[src/design/sobel_pkg.sv]
// Shared types, constants and functions for the Sobel edge magnitude block.
package sobel_pkg;

	typedef struct packed {
		logic       operation;
		logic [7:0] red_in;
		logic [7:0] green_in;
		logic [7:0] blue_in;
	} pix_in_t;

	typedef struct packed {
		logic [7:0] red_edge;
		logic [7:0] green_edge;
		logic [7:0] blue_edge;
		logic       end_of_row;
		logic       end_of_frame;
	} pix_out_t;

	localparam logic [1:0] REG_WIDTH  = 2'd0;
	localparam logic [1:0] REG_HEIGHT = 2'd1;
	localparam int CFG_W = 13;
	localparam logic [16:0] SAT_LIMIT = 17'd65281;

	// One window job: nine pixels plus the output flags.
	typedef struct packed {
		logic [8:0][23:0] win;
		logic             eor;
		logic             eof;
	} job_t;

	// Gradient of one channel; kernel rows as in the usual Sobel pair.
	function automatic logic signed [11:0] grad_x(input logic [8:0][7:0] p);
		grad_x = -$signed({4'd0, p[0]}) + $signed({4'd0, p[2]})
			- $signed({3'd0, p[3], 1'b0}) + $signed({3'd0, p[5], 1'b0})
			- $signed({4'd0, p[6]}) + $signed({4'd0, p[8]});
	endfunction

	function automatic logic signed [11:0] grad_y(input logic [8:0][7:0] p);
		grad_y = -$signed({4'd0, p[0]}) - $signed({3'd0, p[1], 1'b0})
			- $signed({4'd0, p[2]}) + $signed({4'd0, p[6]})
			+ $signed({3'd0, p[7], 1'b0}) + $signed({4'd0, p[8]});
	endfunction

endpackage

[src/design/sobel_back.sv]
// Back end: gradients, exact rounded square root and output register.
module sobel_back import sobel_pkg::*; (
	input  logic     clk,
	input  logic     arst_n,
	input  logic     job_valid,
	output logic     job_ready,
	input  job_t     job,
	output logic     out_valid,
	input  logic     out_ready,
	output pix_out_t out_data
);
	typedef enum logic [1:0] {B_IDLE, B_SQR, B_ROOT, B_OUT} state_t;

	state_t state_q;
	logic [2:0][20:0] s_q;
	logic [2:0][8:0] n_q;
	logic signed [2:0][11:0] gx_q, gy_q;
	logic [3:0] bit_q;
	logic eor_q, eof_q;

	assign job_ready = (state_q == B_IDLE);

	// Per-channel gradients from the window.
	logic [2:0][8:0][7:0] chan;
	always_comb begin
		for (int k = 0; k < 3; k++)
			for (int i = 0; i < 9; i++)
				chan[k][i] = job.win[i][23-8*k -: 8];
	end

	// Gradient energy per channel; the sum of squares needs 21 bits.
	logic signed [23:0] gx_sq [3];
	logic signed [23:0] gy_sq [3];
	logic [2:0][20:0] energy;
	always_comb begin
		for (int k = 0; k < 3; k++) begin
			gx_sq[k] = $signed(gx_q[k]) * $signed(gx_q[k]);
			gy_sq[k] = $signed(gy_q[k]) * $signed(gy_q[k]);
			energy[k] = 21'(gx_sq[k]) + 21'(gy_sq[k]);
		end
	end

	// One root bit per cycle for all three channels.
	logic [2:0][8:0] trial;
	logic [2:0][17:0] tsq;
	always_comb begin
		for (int k = 0; k < 3; k++) begin
			trial[k] = n_q[k] | (9'd1 << bit_q);
			tsq[k] = 18'(trial[k]) * 18'(trial[k]);
		end
	end

	logic [2:0][7:0] res;
	logic [2:0][20:0] rem;
	always_comb begin
		for (int k = 0; k < 3; k++) begin
			rem[k] = s_q[k] - 21'(18'(n_q[k]) * 18'(n_q[k]));
			if (s_q[k] >= 21'(SAT_LIMIT)) res[k] = 8'd255;
			else if (rem[k] > 21'(n_q[k])) res[k] = 8'(n_q[k] + 9'd1);
			else res[k] = n_q[k][7:0];
		end
	end

	always_ff @(posedge clk or negedge arst_n) begin
		if (!arst_n) begin
			state_q <= B_IDLE;
			out_valid <= 1'b0;
		end else begin
			unique case (state_q)
				B_IDLE: begin
					if (job_valid) begin
						for (int k = 0; k < 3; k++) begin
							gx_q[k] <= grad_x(chan[k]);
							gy_q[k] <= grad_y(chan[k]);
						end
						eor_q <= job.eor; eof_q <= job.eof;
						state_q <= B_SQR;
					end
				end
				B_SQR: begin
					for (int k = 0; k < 3; k++) begin
						s_q[k] <= energy[k];
						n_q[k] <= '0;
					end
					bit_q <= 4'd8;
					state_q <= B_ROOT;
				end
				B_ROOT: begin
					for (int k = 0; k < 3; k++)
						if (21'(tsq[k]) <= s_q[k]) n_q[k] <= trial[k];
					if (bit_q == 4'd0) state_q <= B_OUT;
					else bit_q <= bit_q - 4'd1;
				end
				B_OUT: begin
					if (!out_valid || out_ready) begin
						out_data <= '{red_edge: res[0], green_edge: res[1],
							blue_edge: res[2], end_of_row: eor_q, end_of_frame: eof_q};
						out_valid <= 1'b1;
						state_q <= B_IDLE;
					end
				end
				default: state_q <= B_IDLE;
			endcase
			if (out_valid && out_ready && !(state_q == B_OUT)) out_valid <= 1'b0;
		end
	end
endmodule

[config.mk]
export PLATFORM = sky130hd
export DESIGN_NAME = sobel_back
export DESIGN_NICKNAME = d
export VERILOG_FILES = /design/src/design/sobel_pkg.sv /design/src/design/sobel_back.sv
export SDC_FILE = /design/constraint.sdc
export NUM_CORES = 2
export LEC_CHECK = 0
export BUFFER_PORTS_ARGS = -buffer_cell sky130_fd_sc_hd__buf_2
export CORE_MARGIN = 5
export CORE_UTILIZATION = 50
export DETAILED_ROUTE_END_ITERATION = 6
export PLACE_DENSITY = 0.65
export SLEW_MARGIN = 5
export SYNTH_ARGS = -nofsm -noshare
export SYNTH_HDL_FRONTEND = slang
export SYNTH_SLANG_ARGS = --single-unit
[constraint.sdc]
create_clock -name clk -period 9.3 [get_ports clk]
set_clock_uncertainty 0.2 [all_clocks]
set_input_delay 0.465 -clock clk [delete_from_list [all_inputs] [get_ports clk]]
set_output_delay 0.465 -clock clk [all_outputs]
set_load 0.01 [all_outputs]
Word level (Yosys, flattened, before mapping)
Index checks and enable logic that the tools add are counted.

Reductions and logical operators: 19. Bitwise gates (word level): 3. Add/sub/neg operators: 43. Multiply operators: 12. Shift operators: 1. $lt $le $gt $ge: 9. Muxes and demuxes: 16. Eq/ne operators: 10.

Operator list (number): 12-bit by 9-bit adder with 12-bit output (12); 12-bit by 12-bit multiplier with 21-bit output (6); 9-bit by 9-bit multiplier with 18-bit output (6); 12-bit by 10-bit adder with 12-bit output (6); 12-bit by 10-bit subtractor with 12-bit output (6); 12-bit by 9-bit subtractor with 12-bit output (6); 21-bit adder (3); 21-bit by 16-bit greater-or-equal comparator with 1-bit output, second input constant (3); 21-bit by 9-bit > comparator with 1-bit output (3); 18-bit by 21-bit less-or-equal comparator with 1-bit output (3); 21-bit by 18-bit subtractor with 21-bit output (3); 27-bit case mux with 2 select lines (1); 8-bit negator with 12-bit output (3); 9-bit two-way mux (3); 9-bit OR (3); 8-bit by 1-bit adder with 8-bit output, second input constant (3); 8-bit two-way mux (3); 3-bit AND reduction (7); 2-bit inequality test, second input constant (7); 1-bit by 4-bit left shift with 9-bit output, first input constant (1); 2-bit case mux with 4 select lines (1); 4-bit case mux with 2 select lines (1); 2-bit two-way mux (3); 2-bit nonzero test (3); 11 further kinds (17).

Output and inout port bits: 28. Register bits after elaboration: 197.

Depth between registers and ports, before layout
Word-level depth: 6. Mapped depth: 33. Mapped depth without buffers: 32.

Least setup slack after synthesis
Ideal clock, no wire load.

Kind: register -> register. Start: register n_q[24] (netlist name). End: register out_data[4] (netlist name) (data pin). Path buffers: 1. Arrival: 6.580 ns. Required time: 8.806 ns. Clock period less this slack: 7.074 ns. Library setup time: 0.294 ns. Path slack: 2.226 ns. Cell stages (with the launch flop): 25. Path through: edfxtp_1 > clkbuf_1 > inv_1 > nor2_1 > inv_1 > fa_1 > fa_1 > fa_1 > fa_1 > fa_1 > ha_1 > a211o_1 > o31ai_1 > xnor2_1 > ha_1 > a211o_1 > a21oi_1 > o211ai_1 > o221ai_1 > o2111ai_1 > a2111oi_0 > nand4_1 > or4_1 > nand3_1 > nand3b_1.

Longest elaborated chain between the ends: 4.

RTL lines: start, declared (RTL line sobel_back.sv:16) `logic [2:0][8:0] n_q;`; start signal, assigned by index (RTL line sobel_back.sv:90) `if (21'(tsq[k]) <= s_q[k]) n_q[k] <= trial[k];`; 9-bit by 9-bit multiplier with 18-bit output (RTL line sobel_back.sv:57) `rem[k] = s_q[k] - 21'(18'(n_q[k]) * 18'(n_q[k]));`; 21-bit by 18-bit subtractor with 21-bit output (RTL line sobel_back.sv:57); 21-bit by 9-bit > comparator with 1-bit output (*) (RTL line sobel_back.sv:59) `else if (rem[k] > 21'(n_q[k])) res[k] = 8'(n_q[k] + 9'd1);`; 8-bit two-way mux (*) (RTL line sobel_back.sv:59); end signal, assigned (RTL line sobel_back.sv:96) `out_data <= '{red_edge: res[0], green_edge: res[1],`; end, declared (RTL line sobel_back.sv:10) `output pix_out_t out_data`.

Every way passes the cells marked *; elsewhere a longest branch is shown, timed or not. A chain may end at the register's enable or synchronous reset.

Final worst setup path
Start: register bit_q[3]. End: register n_q[8] (netlist name), enable pin.

Longest elaborated chain between the ends: 6.

RTL lines: start, declared (RTL line sobel_back.sv:18) `logic [3:0] bit_q;`; start signal, assigned (RTL line sobel_back.sv:92) `else bit_q <= bit_q - 4'd1;`; 1-bit by 4-bit left shift with 9-bit output (RTL line sobel_back.sv:48) `trial[k] = n_q[k] | (9'd1 << bit_q);`; 9-bit OR (RTL line sobel_back.sv:48); 9-bit by 9-bit multiplier with 18-bit output (RTL line sobel_back.sv:49) `tsq[k] = 18'(trial[k]) * 18'(trial[k]);`; 18-bit by 21-bit less-or-equal comparator with 1-bit output (RTL line sobel_back.sv:90); 2-bit inequality test (no source line); 3-bit AND reduction (no source line).

No other way between the ends.

==> impl_metrics.csv <==
group,metric,value,unit
placed_design,gp_congestion,0.873,
global_routing,grt_first_pass_wirelength,213000,um
synthesis,synth.distinct_cells,84,
routing,drtIter0Drc,1763,
worst_setup_path,crit_path_end_kind,"register",
clock_network,cts-buffers-inserted,17,
floorplan,dieArea,122000,um^2
sta,finalSetupViolCount,0,
global_routing,grt_antenna_before_repair,2,
worst_setup_path,cp-startpoint,"bit_q[3]$_SDFFCE_PN1P_",
floorplan,die_y,349,um
global_routing,grt_usage,21.6,%
routing,dr.pass1.iters,5,
sta,rsz0062_at_grt,"no",
global_routing,grt_overflow,0,
synthesis,async_flop_share,1.52,%
routing,routedWlPerCell,16.2,um
final_layout,layout.nets,8204,
synthesis,synth_seq_area_share,10.3,%
floorplan,rows,124,
routing,vias_per_cell,5.05,
floorplan,io_pins,250,
synthesis,synth.area.top_cells,"fa_1 (41%), ha_1 (15%), inv_1 (11%)",
worst_setup_path,crit_path_start_kind,"register",
routing,num_vias,38700,
synthesis,syn_area,57300,um^2
clock_network,clkTransAtPathRegs,0.09,ns
synthesis,synth-edff-count,194,
floorplan,start_util,50.2,%
worst_setup_path,cpPeakStageDelay,0.73,ns
synthesis,muxShareOfSynthArea,0.325,%
status,status,"completed",
sta,min_period_over_period,89.8,%
synthesis,synth_compound_area_share,5.91,%
synthesis,synth_nets,8056,
clock_network,h-tree-depth,4,
routing,wl,124000,um
sta,fin_tns_setup,0,ns
routing,ant_nets,0,
synthesis,synth_common_cells,"inv_1 (1670), fa_1 (1171), ha_1 (681)",
routing,route.detailed.drc,0,
floorplan,die_w,349,um
clock_network,cts_tree,"yes",
placed_design,io_buffers,225,
synthesis,synth-xor-area-share,4.84,%
synthesis,synth_most_common_cell,"inv_1",
sta,finalWorstSetupSlack,0.947,ns
worst_setup_path,critPathKind,"reg -> reg",
worst_setup_path,path_max_fanout,9,
worst_setup_path,critPathSlowestCell,"a21oi_1",
worst_setup_path,worst_path_most_repeated_cell,"nor2_1",
synthesis,ys_ff_latch,197,
sta,period_needed,8.35,ns
global_routing,grt_pass1_vias,42600,
final_layout,drive_gt1_share,4.93,%
final_layout,fillCellCount,10600,
synthesis,synth_top_flop_cell,"edfxtp_1",
synthesis,synthAdderAreaFrac,55.7,%
worst_setup_path,required,9.25,ns
synthesis,synth_top_area_share,40.9,%
worst_setup_path,critPathTopFamily,"simple AND/OR/NAND/NOR gates",
sta,relSlewSlack,25.8,%
synthesis,syn_inst,5982,
clock_network,cts_buffer_depth,2,
min_path,hold_start,"out_ready",
clock_network,cts_sinks,197,
clock_network,post_cts_buffers,0,
final_layout,synthToLayoutAreaGrowth,5.91,%
min_path,hp-class,"in -> reg",
placed_design,hpwl,109000,um
global_routing,grt_max_degree,64,
sta,timing.fmax,120,MHz
sta,final_max_slew_viol_count,0,
job,maxCapViolations,0,
clock_network,root_buffer,"clkbuf_16",
sta,tightest_slew,1.11,ns
floorplan,fp.coreArea,114000,um^2
worst_setup_path,r2r_start,"bit_q[3]$_SDFFCE_PN1P_",
sta,hold_viol,0,
clock_network,clock_latency,0.54,ns
synthesis,yosys.area.top_type,"fa_1",
placed_design,pre_cts_ws,1.02,ns
synthesis,synth_warnings,0,
synthesis,synth_simple_gate_area_share,11.1,%
synthesis,synth_top_family_by_area,"adder cells",
synthesis,syn_area_per_cell,9.58,um^2
worst_setup_path,crit_buf_inv,3,
worst_setup_path,cp.arrival,8.31,ns
worst min-delay path, delay by kind of cell:
| family | cells | cell delay, ns |
|---|---|---|
| and+or+nand+nor | 2 | 0.19 |
| buffers and inverters | 1 | 0.09 |
state kept, by name, summed over array words and instances, names as in the netlist:
signal	count
eof_q	1
bit_q	4
eor_q	1
gx_q	36
out_valid	1
state_q	2
n_q	27
gy_q	36
s_q	63
out_data	26
cell type report:
class                   count  area, um^2  share of cell area, %
diodes                      2        5.00                0.00824
clock inverters            15         244                  0.402
flip-flops and latches    197        5900                   9.72
well taps                1512        1890                   3.12
multi-input cells        3990       44700                   73.6
inverters                1686        6330                   10.4
clock buffers              17         425                  0.701
repair buffers            238        1230                   2.03
per-layer routing:
metal  wire [um]  track usage [%]  vias to the layer above  part of all wire (%)
met5           0                0                        -                     0
met4        2190             4.13                        0                   1.8
met3        4350             2.56                      108                   3.5
met2       61900             37.5                      647                    50
met1       56000             29.6                    19500                    45
li1            -                -                    18400                     -
path summary, 6_finish.rpt:
kind / endpoint / slack (ns) / cells after the start
worst min-delay path: out_valid$_DFFE_PN0P_ / 0.05 / 3
max in group asynchronous: state_q[1]$_DFFE_PN0P_ / 8.67 / 2
worst min register to register: out_data[1]$_DFFE_PP_ / 0.23 / 0
min in group asynchronous: out_valid$_DFFE_PN0P_ / 0.09 / 2
worst max register to register: n_q[8]$_SDFFCE_PN0P_ / 0.95 / 29
worst max-delay path: n_q[8]$_SDFFCE_PN0P_ / 0.95 / 29
cells by family (layout without fill, tap and decap cells):
kind of cell               count (synthesis)  in the layout
muxes                                     16             16
AOI/OAI and AO/OA                        526            526
xor gates and xnor gates                 317            317
and+or+nand+nor                         1279           1279
DFF                                      197            197
buffers and inverters                   1795           1956
adders and majority gates               1852           1852
other                                      0              2
stage by stage:
stage                     util, %  std cells  hold slack, ns  instance area, um^2
final                        53.2       7657          0.0483                60700
after floorplan                 -       5982         -0.0306                57300
after CTS                    53.2       7655         0.00753                60700
after detailed placement     52.6       7620          0.0888                60000
after global routing         53.2       7655          0.0517                60700
after global placement       52.6       7620          0.0873                60000
what timing repair did:
item,4_1_cts,5_1_grt
endpoints found under the hold margin,5,0
gates resized for setup,0,0
hold buffers,3,0
cells in the final DEF, fill, tap and decap left out, types with 13 or more instances in the layout:
master,Yosys,layout
a211oi_1,18,18
a21o_1,59,59
a21oi_1,173,173
a31oi_1,13,13
and2_1,272,271
and3_1,19,18
buf_2,4,225
clkbuf_16,0,17
clkinv_1,14,14
edfxtp_1,194,194
fa_1,1171,1171
ha_1,681,681
inv_1,1670,1670
nand2_1,357,357
nand2b_1,43,43
nand3_1,56,56
nand4_1,35,35
nor2_1,283,283
nor2b_1,61,61
nor3_1,54,54
nor4_1,21,20
o21a_1,43,43
o21ai_0,86,85
o21ai_1,12,13
o21bai_1,33,33
or3_1,26,26
xnor2_1,249,249
xor2_1,68,68
Power is left out: the tool's default activity adds up to more than one toggle a clock period on the data nets, which glitch-free logic cannot reach.
