$ cat src/design/sobel_pkg.sv
// Shared types, constants and functions for the Sobel edge magnitude block.
package sobel_pkg;

	typedef struct packed {
		logic       operation;
		logic [7:0] red_in;
		logic [7:0] green_in;
		logic [7:0] blue_in;
	} pix_in_t;

	typedef struct packed {
		logic [7:0] red_edge;
		logic [7:0] green_edge;
		logic [7:0] blue_edge;
		logic       end_of_row;
		logic       end_of_frame;
	} pix_out_t;

	localparam logic [1:0] REG_WIDTH  = 2'd0;
	localparam logic [1:0] REG_HEIGHT = 2'd1;
	localparam int CFG_W = 13;
	localparam logic [16:0] SAT_LIMIT = 17'd65281;

	// One window job: nine pixels plus the output flags.
	typedef struct packed {
		logic [8:0][23:0] win;
		logic             eor;
		logic             eof;
	} job_t;

	// Gradient of one channel; kernel rows as in the usual Sobel pair.
	function automatic logic signed [11:0] grad_x(input logic [8:0][7:0] p);
		grad_x = -$signed({4'd0, p[0]}) + $signed({4'd0, p[2]})
			- $signed({3'd0, p[3], 1'b0}) + $signed({3'd0, p[5], 1'b0})
			- $signed({4'd0, p[6]}) + $signed({4'd0, p[8]});
	endfunction

	function automatic logic signed [11:0] grad_y(input logic [8:0][7:0] p);
		grad_y = -$signed({4'd0, p[0]}) - $signed({3'd0, p[1], 1'b0})
			- $signed({4'd0, p[2]}) + $signed({4'd0, p[6]})
			+ $signed({3'd0, p[7], 1'b0}) + $signed({4'd0, p[8]});
	endfunction

endpackage

$ cat src/design/sobel_queue.sv
// Short FIFO between the front end and the magnitude back end.
module sobel_queue import sobel_pkg::*; (
	input  logic clk,
	input  logic arst_n,
	input  logic wr_valid,
	output logic wr_ready,
	input  job_t wr_data,
	output logic rd_valid,
	input  logic rd_ready,
	output job_t rd_data
);
	job_t mem_q [2];
	logic wp_q, rp_q;
	logic [1:0] cnt_q;
	logic push, pop;

	assign wr_ready = (cnt_q != 2'd2);
	assign rd_valid = (cnt_q != 2'd0);
	assign rd_data  = mem_q[rp_q];
	assign push = wr_valid && wr_ready;
	assign pop  = rd_valid && rd_ready;

	// Storage.
	always_ff @(posedge clk) begin
		if (push) mem_q[wp_q] <= wr_data;
	end

	// Pointers and fill count.
	always_ff @(posedge clk or negedge arst_n) begin
		if (!arst_n) begin
			wp_q <= 1'b0; rp_q <= 1'b0; cnt_q <= 2'd0;
		end else begin
			if (push) wp_q <= ~wp_q;
			if (pop) rp_q <= ~rp_q;
			cnt_q <= cnt_q + {1'b0, push} - {1'b0, pop};
		end
	end
endmodule

$ cat config.mk
export PLATFORM = sky130hd
export DESIGN_NAME = sobel_queue
export DESIGN_NICKNAME = d
export VERILOG_FILES = /design/src/design/sobel_pkg.sv /design/src/design/sobel_queue.sv
export SDC_FILE = /design/constraint.sdc
export NUM_CORES = 1
export LEC_CHECK = 0
export ABC_CLOCK_PERIOD_IN_PS = 19400
export BUFFER_PORTS_ARGS = -buffer_cell sky130_fd_sc_hd__clkbuf_2
export CORE_MARGIN = 10
export CORE_UTILIZATION = 56
export CTS_CLUSTER_SIZE = 24
export DETAILED_ROUTE_END_ITERATION = 10
export GPL_TIMING_DRIVEN = 1
export PLACE_DENSITY = 0.83
export RECOVER_POWER = 25
export SETUP_SLACK_MARGIN = 0.5
export SYNTH_ARGS = -nofsm -noshare
export SYNTH_HDL_FRONTEND = slang
export SYNTH_SLANG_ARGS = --single-unit
$ cat constraint.sdc
create_clock -name clk -period 19.4 [get_ports clk]
set_clock_uncertainty 0.05 [all_clocks]
set_input_delay 1.94 -clock clk [delete_from_list [all_inputs] [get_ports clk]]
set_output_delay 1.94 -clock clk [all_outputs]
set_load 0.02 [all_outputs]
Word-level counts from Yosys, hierarchy flattened
Memory sizes are Yosys's and may differ from the RTL's.
Index checks and enable logic that the tools add are counted.

storage, ports and cells
  output and inout bits = 220
  memories = 1
  logic and storage cells = 14
  input bits = 222
  register bits = 4
  bits in writable memories = 436

memories
  memory  depth  bits a word  read ports  clocked after memory_dff  write ports  line               text
  mem_q   2      218          1           0                         1            sobel_queue.sv:12  job_t mem_q [2];

cells by class
  bitwise logic cells = 2
  reduce and logical (&&, ||, !) cells = 3
  muxes and demuxes = 2
  eq/ne operators = 1
  $add $sub $neg = 2

operators with widths
  cell                                         number
  2-bit by 1-bit adder with 2-bit output       1
  1-bit logical AND                            2
  1-bit two-way mux                            2
  2-bit != test (second input constant)        1
  1-bit inverter                               2
  2-bit nonzero test                           1
  2-bit by 1-bit subtractor with 2-bit output  1

Depth between registers and ports, before layout
Gate-level depths: netlist of run 1.

  depth after elaboration = 4
  gate-level depth with buffers = 7

Worst setup path after synthesis of run 1
OpenSTA, ideal clock, no wires.

  path kind = input-to-reg
  start point = input wr_valid
  end point = memory mem_q[0][0] (netlist name) (enable)
  arrival = 11.073 ns
  path buffers = 0
  stages = 2
  setup slack = 7.476 ns
  required time = 18.550 ns
  cells stage by stage = nand2_1 > nor2_1

on the way
  cells in the longest elaborated chain, start to end = 3

ends and longest elaborated chain
  element                                  line               text
  start: declaration                       sobel_queue.sv:5   input logic wr_valid,
  1-bit logical AND                        sobel_queue.sv:20  assign push = wr_valid && wr_ready;
  1-bit two-way mux                        sobel_queue.sv:25  if (push) mem_q[wp_q] <= wr_data;
  1-bit two-way mux (implied by the code)  sobel_queue.sv:25
  end: declaration                         sobel_queue.sv:12

Every way passes these cells.

==> impl_metrics.toml, run 1 <==
[clocking]
cts_resized = 0
cts_tree = "built"
h-tree-depth = 2
cts_made_buffers = 43
clk_latency_ns = 0.51
clockRootBuffer = "clkbuf_16"
hold_buffers = 0
numClockSinks = 440
path_clk_slew_ns = 0.05
cts_max_path_buffers = 3
postCtsSetupBuffers = 0

[final_layout]
layout_commonest_cell = "edfxtp_1"
layout-drive-gt1-share = 0.536
synthToLayoutAreaGrowth_pct = 22.8
layout_common_cells = "edfxtp_1, clkbuf_2, mux2_2, clkbuf_1, clkbuf_16"
finish.utilization = 0.702
finalNetCount = 1389
nFillCells = 1759

[global_routing]
grt_antenna_before_repair = 6
grt_usage = 0.198
grt_pass1_vias = 8981
grt_pass1_wl_um = 53800
grt_max_degree = 80
grt.overflow.total = 0

[sta]
worst_pin_slew_ns = 1.05
rsz0062_at_grt = "no"
fin_crit_sh = 0.264
whs_ns = 0.492
max_freq_mhz = 195
period_needed_ns = 5.13
tns_ns = 0
slew_headroom = 0.303
setup_viol = 0
finalHoldViolCount = 0
final-max-slew-violation-count = 0

[power]
ir_drop_uv = 117
seqPwrFrac = 0.435
static-leakage-power_nw = 7.23
switching_share = 0.330
power.density_nw_per_um2 = 161
intPower_w = 0.00211
comb_power_share = 0.328
p_sw_w = 0.00104
pwr-share-clk = 0.237

[run_status]
outcome = "completed"

[floorplanning]
ioPinCount = 442
row_count = 61
die_y_um = 189
initial_core_util = 0.572
dieArea_sq_um = 35800
die_w_um = 189
core_sq_um = 28000

[place]
gp_congestion = 0.780
dp_hpwl_um = 25800
io_buffer_count = 441

[worst_setup_path]
startpoint_type = "flop"
rr_worst_depth = 5
cp_data_required_time_ns = 17.41
arrival_ns = 3.14
cp_max_fo = 79
critPathKind = "flop to output pin"
end_kind = "output pin"

[min_path]
hold_depth = 1
hold_path_class = "flop to flop"

[detailed_routing]
drc = 0
drt_iter0_drc = 517
ant_nets = 0
dr.pass1.iters = 5
via_count = 8344
routed_via_density = 5.30
wl_per_cell_um = 23.2
finalWirelength_um = 36500

[synth]
syn_area_sq_um = 16000
yosysUniqueCellTypes = 15
postSynthAreaPerCell_sq_um = 23.0
syn_inst = 695
ys_seq_area_frac = 0.824
syn_nets = 919
yosys_warnings = 0
ys_ff_latch = 440

[flow_run]
max_cap_viol_count = 0
==> power by group through the flow <==
stage | Sequential, W | Clock, W | Combinational (W)
2_1_floorplan | 0.00142 | 0 | 0.000750
3_3_place_gp | 0.00138 | 0 | 0.00104
3_5_place_dp | 0.00139 | 0 | 0.00104
4_1_cts | 0.00138 | 0.000764 | 0.00105
5_1_grt | 0.00139 | 0.000800 | 0.00110
6_report | 0.00137 | 0.000749 | 0.00104
==> flip-flops by register name, indices dropped and copies added (netlist names) <==
signal and flops:
mem_q 436, cnt_q 2, rp_q 1, wp_q 1
==> layer usage <==
layer	GRT usage	part of all wire	up-vias
met2	0.349	0.53	407
li1	-	-	3722
met4	0.0720	0.029	6
met5	0	0.0013	-
met3	0.0838	0.11	69
met1	0.205	0.33	4140
==> Yosys cell counts (all sizes together) <==
library cell	count	share of area
edfxtp	436	0.82
mux2	218	0.15
buf	24	0.017
dfrtp	4	0.0063
xnor2	3	0.0016
ha	2	0.0016
and2	1	0.00047
and3	1	0.00039
inv	1	0.00023
nand2	1	0.00023
nor2	1	0.00023
or2	1	0.00039
or2b	1	0.00047
xor2	1	0.00055
==> area by class of cell <==
type	count	area, sq um	share of cell area
clock inverter	10	72.6	0.00369
tap	378	473	0.0241
antenna	5	12.5	0.000636
clock buffer	61	1190	0.0603
multi-input combinational	230	2560	0.130
timing repair buffer	449	2160	0.110
inverter	1	3.75	0.000191
sequential	440	13200	0.671
==> critical path: stages (launching register included) <==
cell and delay (ns):
dfrtp_4 0.99, buf_4 0.91, mux2_2 0.47, clkbuf_2 0.17
==> through the flow <==
stage,total power [W],worst slack [ns],area (sq um),instances
floorplan,0.00217,7.48,16000,695
global placement,0.00241,14.47,18500,1498
detailed placement,0.00244,14.51,18500,1498
CTS,0.00319,14.21,19800,1569
global route,0.00329,14.10,19700,1571
finish,0.00316,14.27,19700,1574
==> path summary, 6_finish.rpt <==
path                       slack (ns)                      end               start
setup reg to reg                15.87  mem_q[0][175]$_DFFE_PP_  cnt_q[1]$_DFF_PN0_
hold / removal                   0.49       cnt_q[0]$_DFF_PN0_  cnt_q[0]$_DFF_PN0_
setup / recovery                14.27              rd_data[95]    rp_q$_DFFE_PN0P_
min in group asynchronous        1.21       cnt_q[1]$_DFF_PN0_              arst_n
max in group asynchronous       17.86         rp_q$_DFFE_PN0P_              arst_n
hold reg to reg                  0.49       cnt_q[0]$_DFF_PN0_  cnt_q[0]$_DFF_PN0_
==> cell families after synthesis <==
group         Yosys count  synth area share
xor+xnor                4           0.00219
fa+ha+maj               2           0.00156
buf+inv                25            0.0169
flops                 440             0.824
mux                   218             0.153
simple gates            6           0.00219
No activity file was read; power rests on OpenSTA's default activity.
==> inputs of run 2 (changes only) <==
- ABC_AREA: unset -> 1
- ABC_CLOCK_PERIOD_IN_PS: 19400 -> 5370
- CORE_UTILIZATION: 56 -> 52
- PLACE_DENSITY: 0.83 -> 0.77
- clock period: 19.4 -> 5.37 ns (I/O delays scaled with it)
==> run 2 against run 1 <==
Effect of this change: area after synthesis increased by 0.18%; register-to-register slack got worse by 13 ns; synthesized cell count increased by 68%; setup slack got worse by 13 ns; global-route usage increased by 0.48 points; power increased to 3.8 times the previous value; first-iteration DRC count increased by 38%; die area increased by 7.0%; sequential share of layout area decreased by 0.57 points; core utilization decreased by 5.2 points; routed wire length increased by 11%; sequential cell count unchanged.
==> impl_metrics.toml, run 2 <==
[synth]
postSynthAreaPerCell_sq_um = 13.7
synth_edf_count = 436
async_flop_share = 0.00909
syn_nets = 1394
synth_top_area_frac = 0.816
yosys.area.top_type = "edfxtp_1"
ys.flop_type = "edfxtp_1"
yosys_warnings = 0
synthTopCellsByArea = "edfxtp_1, nand2_1, buf_2"
yosysUniqueCellTypes = 10
synth.most_common_cell = "nand2_1"
ys_seq_area_frac = 0.822
ys_ff_latch = 440
synthTopCellsByCount = "nand2_1, edfxtp_1, buf_2"
syn_inst = 1170
syn_area_sq_um = 16000

[detailed_routing]
drc = 0
wl_per_cell_um = 19.7
via_count = 10400
routed_via_density = 5.06
finalWirelength_um = 40500
ant_nets = 0
dr.pass1.iters = 5
drt_iter0_drc = 716

[min_path]
hold_path_class = "primary input to flop"

[final_layout]
finalNetCount = 1844
layout_common_cells = "nand2_1, edfxtp_1, clkbuf_2, clkbuf_1, clkbuf_16"
fin_cells = 2051
synthToLayoutAreaGrowth_pct = 23.6
reg_top3 = "mem_q x436, cnt_q x2"
top_register = "mem_q"
largest_register_ffs = 436
layout-drive-gt1-share = 0.252
layout_commonest_cell = "nand2_1"

[place]
dp_hpwl_um = 27900
gp_congestion = 0.859
io_buffer_count = 441
place_inst = 1969

[clocking]
postCtsSetupBuffers = 0
path_clk_slew_ns = 0.06
hold_buffers = 1
clockRootBuffer = "clkbuf_16"
numClockSinks = 440
h-tree-depth = 2
cts_tree = "built"
cts_made_buffers = 44
cts_resized = 0
clk_latency_ns = 0.51
cts_max_path_buffers = 3

[power]
finalPower_w = 0.0119
switching_share = 0.379
intPower_w = 0.00741
ir_drop_uv = 396
comb_power_share = 0.349
seqPwrFrac = 0.412
static-leakage-power_nw = 8.40
p_sw_w = 0.00453
pwr-share-clk = 0.239
power.density_nw_per_um2 = 602

[floorplanning]
initial_core_util = 0.526
dieArea_sq_um = 38300
core_sq_um = 30500
die_y_um = 196
die_w_um = 196
ioPinCount = 442
row_count = 64

[sta]
slew_headroom = 0.274
fin_crit_sh = 0.683
tns_ns = 0
period_needed_ns = 3.67
setup_viol = 0
worst_pin_slew_ns = 1.09
finalHoldViolCount = 0
max_freq_mhz = 273
final-max-slew-violation-count = 0
rsz0062_at_grt = "no"

[flow_run]
max_cap_viol_count = 0

[global_routing]
grt_antenna_before_repair = 8
grt_pass1_wl_um = 60400
grt_max_degree = 145
grt_pass1_vias = 10600
grt_usage = 0.202
grt.overflow.total = 0

[worst_setup_path]
startpoint_type = "flop"
cp_max_fo = 144
cp_common_cell = "nand2_1"
path_buf_inv = 3
cp_top_family = "buffers and inverters"
cp_data_required_time_ns = 4.78
end_kind = "output pin"
crit_chain = "inv_6 > buf_4 > nand2_1 > nand2_1 > clkbuf_2"
critPathKind = "flop to output pin"
ff2ff_setup_slack_ns = 2.91
arrival_ns = 3.08
slowest_stage = "inv_6"
cpPeakStageDelay_ns = 0.83

[run_status]
outcome = "completed"
## run 2: cell type report
class	count	area, sq um
multi-input combinational	673	2550
inverter	9	42.5
antenna	5	12.5
clock buffer	56	1170
sequential	440	13200
tap	396	495
fill	2270	10700
timing repair buffer	452	2200
clock inverter	20	166
## run 2: final timing paths
| kind | start | endpoint | cells after the start |
|---|---|---|---|
| min in group asynchronous | arst_n | cnt_q[0]$_DFF_PN0_ | 2 |
| worst max-delay path | rp_q$_DFFE_PN0P_ | rd_data[105] | 5 |
| max in group asynchronous | arst_n | rp_q$_DFFE_PN0P_ | 2 |
| worst min-delay path | wr_data[67] | mem_q[1][67]$_DFFE_PP_ | 1 |
| worst min register to register | wp_q$_DFFE_PN0N_ | wp_q$_DFFE_PN0N_ | 2 |
| worst max register to register | cnt_q[1]$_DFF_PN0_ | mem_q[0][15]$_DFFE_PP_ | 5 |
## run 2: per-stage QoR
stage / hold WS, ns / util / setup slack (ns) / area, sq um
CTS: 0.128 / 0.654 / 1.65 / 19900
finish: 0.149 / 0.650 / 1.70 / 19800
global route: 0.127 / 0.650 / 1.49 / 19800
floorplan: 0.191 / - / 0.905 / 16100
detailed placement: 0.304 / 0.610 / 2.21 / 18600
global placement: 0.301 / 0.610 / 2.24 / 18600
## run 2: cells by family after synthesis
| kind of cell | share of synthesized area |
|---|---|
| simple gates | 0.157 |
| buf+inv | 0.0188 |
| fa+ha+maj | 0.00156 |
| flops | 0.822 |
## run 2: power by group through the flow
stage / logic [W] / registers (W) / clock network, W
after floorplan: 0.00271 / 0.00497 / 0
after global placement: 0.00419 / 0.00496 / 0
after detailed placement: 0.00424 / 0.00499 / 0
after CTS: 0.00426 / 0.00492 / 0.00290
after global routing: 0.00454 / 0.00498 / 0.00305
final: 0.00417 / 0.00492 / 0.00285
## run 2: layer usage
layer | global-route usage | share of wire | vias to the layer above
met5 | 0 | 0.0010 | -
met4 | 0.0809 | 0.033 | 6
met3 | 0.0617 | 0.088 | 81
met2 | 0.357 | 0.53 | 472
met1 | 0.223 | 0.35 | 4976
li1 | - | - | 4851
